`config.mk`:
```
export PLATFORM = sky130hd
export DESIGN_NAME = tcw_idx_split
export DESIGN_NICKNAME = d
export VERILOG_FILES = /design/src/sv/tcw_pkg.sv /design/src/sv/tcw_idx_split.sv
export SDC_FILE = /design/constraint.sdc
export NUM_CORES = 1
export LEC_CHECK = 0
export ABC_AREA = 1
export BUFFER_PORTS_ARGS = -buffer_cell sky130_fd_sc_hd__buf_2
export CORE_ASPECT_RATIO = 0.6
export CORE_MARGIN = 5
export CORE_UTILIZATION = 60
export CTS_CLUSTER_SIZE = 8
export DETAILED_ROUTE_END_ITERATION = 12
export PLACE_DENSITY = 0.8
export SLEW_MARGIN = 20
export SYNTH_ARGS = -nofsm -noshare
export SYNTH_HDL_FRONTEND = slang
export SYNTH_SLANG_ARGS = --single-unit
export TNS_END_PERCENT = 1
```
`constraint.sdc`:
```
create_clock -name i_clk -period 8.2 [get_ports i_clk]
set_input_delay 2.05 -clock i_clk [delete_from_list [all_inputs] [get_ports i_clk]]
set_output_delay 2.05 -clock i_clk [all_outputs]
set_load 0.005 [all_outputs]
```
`src/sv/tcw_pkg.sv`:
```
// shared constants, types and screen geometry of the text console writer
package tcw_pkg;

    localparam int COLS     = 80;
    localparam int ROWS     = 25;
    localparam int CELLS    = COLS * ROWS;

    // field widths fixed by the request and response formats
    localparam int IdxW     = 11;
    localparam int DataW    = 16;

    localparam int ColW     = $clog2(COLS);
    localparam int RowW     = $clog2(ROWS);
    localparam int AddrW    = $clog2(CELLS);

    // row of a cell index by reciprocal multiply, exact for every IdxW-bit index
    localparam int DivShift = IdxW + $clog2(COLS);
    localparam int DivMul   = (2 ** DivShift + COLS - 1) / COLS;
    localparam int DivMulW  = IdxW + 1;
    localparam int ProdW    = IdxW + DivMulW;

    localparam logic [DataW-1:0] BlankCell   = 16'h0720;
    localparam logic [7:0]       DefaultAttr = 8'h07;
    localparam logic [7:0]       ChSpace     = 8'h20;
    localparam logic [7:0]       ChBs        = 8'h08;
    localparam logic [7:0]       ChTab       = 8'h09;
    localparam logic [7:0]       ChLf        = 8'h0a;
    localparam logic [7:0]       ChCr        = 8'h0d;
    localparam logic [2:0]       TabSpaces   = 3'd5;

    localparam logic ReqPut  = 1'b0;
    localparam logic ReqRead = 1'b1;

    typedef struct packed {
        logic [RowW-1:0] row;
        logic [ColW-1:0] col;
    } t_rowcol;

    typedef struct packed {
        logic             we;
        logic             re;
        logic [AddrW-1:0] addr;
        logic [DataW-1:0] wdata;
    } t_ram_req;

endpackage

```
`src/sv/tcw_idx_split.sv`:
```
// two-stage split of a linear cell index into row and column
module tcw_idx_split (
    input  logic                      i_clk,
    input  logic [tcw_pkg::IdxW-1:0]  i_idx,
    output tcw_pkg::t_rowcol          o_rc
);

    logic [tcw_pkg::ProdW-1:0] prod;
    logic [tcw_pkg::IdxW-1:0]  r_q;
    logic [tcw_pkg::IdxW-1:0]  r_idx;
    logic [tcw_pkg::IdxW-1:0]  qc;
    tcw_pkg::t_rowcol          r_rc;

    assign prod = tcw_pkg::ProdW'(i_idx) * tcw_pkg::ProdW'(tcw_pkg::DivMul);
    assign qc   = r_q * tcw_pkg::IdxW'(tcw_pkg::COLS);

    always_ff @(posedge i_clk) begin
        r_q    <= tcw_pkg::IdxW'(prod >> tcw_pkg::DivShift);
        r_idx  <= i_idx;
        // only meaningful for in-range indexes, where the quotient fits a row
        r_rc.row <= r_q[tcw_pkg::RowW-1:0];
        r_rc.col <= tcw_pkg::ColW'(r_idx - qc);
    end

    assign o_rc = r_rc;

endmodule

```
==> reports/qor.txt <==
Hold path endpoint - o_rc[10]
Setup TNS - 0 ns
Largest net degree at the start of global routing - 14
CP arrival - 5.82 ns
Tmin final - 5.66 ns
Worst hold path class - flop to flop
Worst Tran Pin Value - 0.318 ns
Worst reg2reg path depth - 5
Pre-antenna DRT Iters - 4
Setup Buffers After CTS - 0
Run status - complete, no violations
I/O Buffers - 23
Initial core utilization - 63.3%
Sequential share of the synthesized area - 16.2%
Wire per inst - 13.5 um
# hold bufs at CTS - 0
Cells after synthesis - 359
Syn-to-layout area delta - 8.39%
Clock latency on the worst-skew pair - 0.26 ns
WP data required - 8.36 ns
Placed instance count - 445
Mean area per synthesized cell - 8.26 sq um
Htree depth - 1
# fillers - 393
RR Startpoint - r_idx[4]
First-pass GRT wire length - 10.5 mm
Core box area - 4680 sq um
Wirelength, routed - 6.05 mm
Nets@finish - 498
Worst Hold Depth - 0
Post-Place Setup Slack - 2.31 ns
Flop2flop setup slack - 6.85 ns
DRC Markers - 0
Total track usage - 20.5%
DIE WIDTH - 101 um
Final setup viols - 0
DR vias/cell - 4.95
Seq cells post-synth - 24
Max-Cap Viols - 0
Synth Warn # - 0
Crit Path Max Fanout - 5
Synth cell types - 23
Crit end category - flop
Setup crit start kind - input port
Tcrit/Tclk final - 69.0%
Synth Cell Area - 2970 sq um
HP Start - r_q[3]
Syn_nets - 470
Post-DP Area - 3160 sq um
Worst flop-to-flop path endpoint - o_rc[6]
DR vias - 2224
Post-layout util - 68.7%
Number of global-route vias before repair - 2207
CTS buffer count - 3
Ant diodes - 0
Remaining Overflow, GRT - 0
Gp weighted congestion - 0.937
Final instance area - 3220 sq um
Clk_skew - 0.00391 ns
Clock-pin slew on the worst setup and hold paths - 0.08 ns
Area contributors post-synth - ha_1, fa_1, dfxtp_1
Clock sink count - 24
Yosys top cell area share - 28.3%
Worst Path Class, Setup - input port to flop
Detail Placement HPWL - 5.42 mm
Final ANT Viol Nets - 0
CTS Buffer Depth - 2
Hold Slack - 0.327 ns
IO Pins - 24
Die area - 6500 sq um
Cell Pwr Density - 278 nW/um^2
FMAX - 177 MHz
Initial DRC Count - 98
Leakage - 1.93 nW
RSZ-0062 raised after global routing - no
Slew Viols, Final - 0
Root Driver - clkbuf_8
Largest area contributor in the netlist - ha_1
Die Span Y - 64.5 um
Initial antenna violation count - 0
Total chip power - 0.893 mW
Post-Layout Cell Count - 449
Final count of hold timing violations - 0
PostCTS Resize Cnt - 0
VDD IR-drop max - 147 uV
Slew Limit Headroom - 78.6%
Row count - 19
Layout cells sized above 1 - 9.59%
Setup slack after layout - 2.54 ns
CTS tree - done
==> where the power goes <==
part           switching, mW  internal [mW]  total, mW
clock network         0.0349         0.0428     0.0778
registers             0.0121          0.152      0.164
logic                  0.401          0.250      0.652
==> sequential cells by signal, summed over array words and instances, names as in the netlist <==
signal and flops:
o_rc 12, r_idx 7, r_q 5
==> critical path, stage by stage <==
cell,delay [ns]
buf_2,0.14
inv_1,0.06
ha_1,0.33
fa_1,0.56
inv_1,0.08
fa_1,0.54
inv_1,0.06
fa_1,0.41
inv_1,0.08
fa_1,0.42
ha_1,0.34
nand2_1,0.08
nand2_1,0.05
inv_1,0.08
nor2_1,0.05
nor2_1,0.13
nand2_1,0.09
nand2_1,0.10
nand3_2,0.06
nand2_1,0.06
nand2_1,0.05
==> final cells by class <==
cell class                      count  area (sq um)  share of cell area, %
Multi-Input combinational cell    231          2100                   65.2
Sequential cell                    24           480                   14.9
Inverter                          104           390                   12.1
Timing Repair Buffer               23           115                   3.58
Tap cell                           63          78.8                   2.45
Clock buffer                        4          55.1                   1.71
==> cells in the final DEF, fill, tap and decap left out <==
cell type  Yosys  routed
nand3_2        1       1
dfxtp_1       24      24
nand2_2        4       4
nor2_2         2       2
a21oi_1       10      10
nor2_1        13      13
fa_1          32      32
nor3_2         1       1
nand3_1       10      10
xnor2_1        4       4
nor4_1         1       1
a31oi_1        1       1
nand2_1       72      72
xor2_1         1       1
clkbuf_8       0       4
nor2_4         2       2
nand4_1        3       3
buf_2          0      23
o21ai_0        1       1
a21o_1         1       1
nor3_1         3       3
o21bai_1       2       2
inv_1        103     103
clkinv_1       1       1
ha_1          67      67
==> how the worst max path moves through the flow <==
| stage | start | to | slack (ns) | cells past startpoint |
|---|---|---|---|---|
| 3_3_place_gp | i_idx[9] | r_q[4] | 2.34 | 18 |
| 5_1_grt | i_idx[3] | r_q[0] | 2.32 | 21 |
| 4_1_cts | i_idx[3] | r_q[4] | 2.57 | 21 |
| 2_1_floorplan | i_idx[9] | r_q[4] | 2.66 | 17 |
| 3_5_place_dp | i_idx[3] | r_q[4] | 2.31 | 21 |
| 6_report | i_idx[3] | r_q[4] | 2.54 | 21 |
==> Yosys cell counts, drive strengths merged <==
cell type	instances
inv	103
nand2	76
ha	67
fa	32
dfxtp	24
nor2	17
nand3	11
a21oi	10
nor3	4
xnor2	4
nand4	3
o21bai	2
a21o	1
a31oi	1
clkinv	1
nor4	1
o21ai	1
xor2	1
==> routing by layer <==
layer	up-vias	GRT usage, %	wire length [um]
li1	1137	-	-
met1	1023	30.4	3110
met2	60	29.8	2390
met3	4	6.65	515
met4	0	2.86	38
met5	-	0	0
==> cells by family after synthesis <==
logic type      count (synthesis)  share of synthesized area [%]
fa+ha+maj                      99                           49.9
flops                          24                           16.2
xor+xnor                        5                           1.48
buf+inv                       104                           13.2
simple gates                  112                           16.5
compound gates                 15                           2.83
Power figures use the tool's default switching activity.
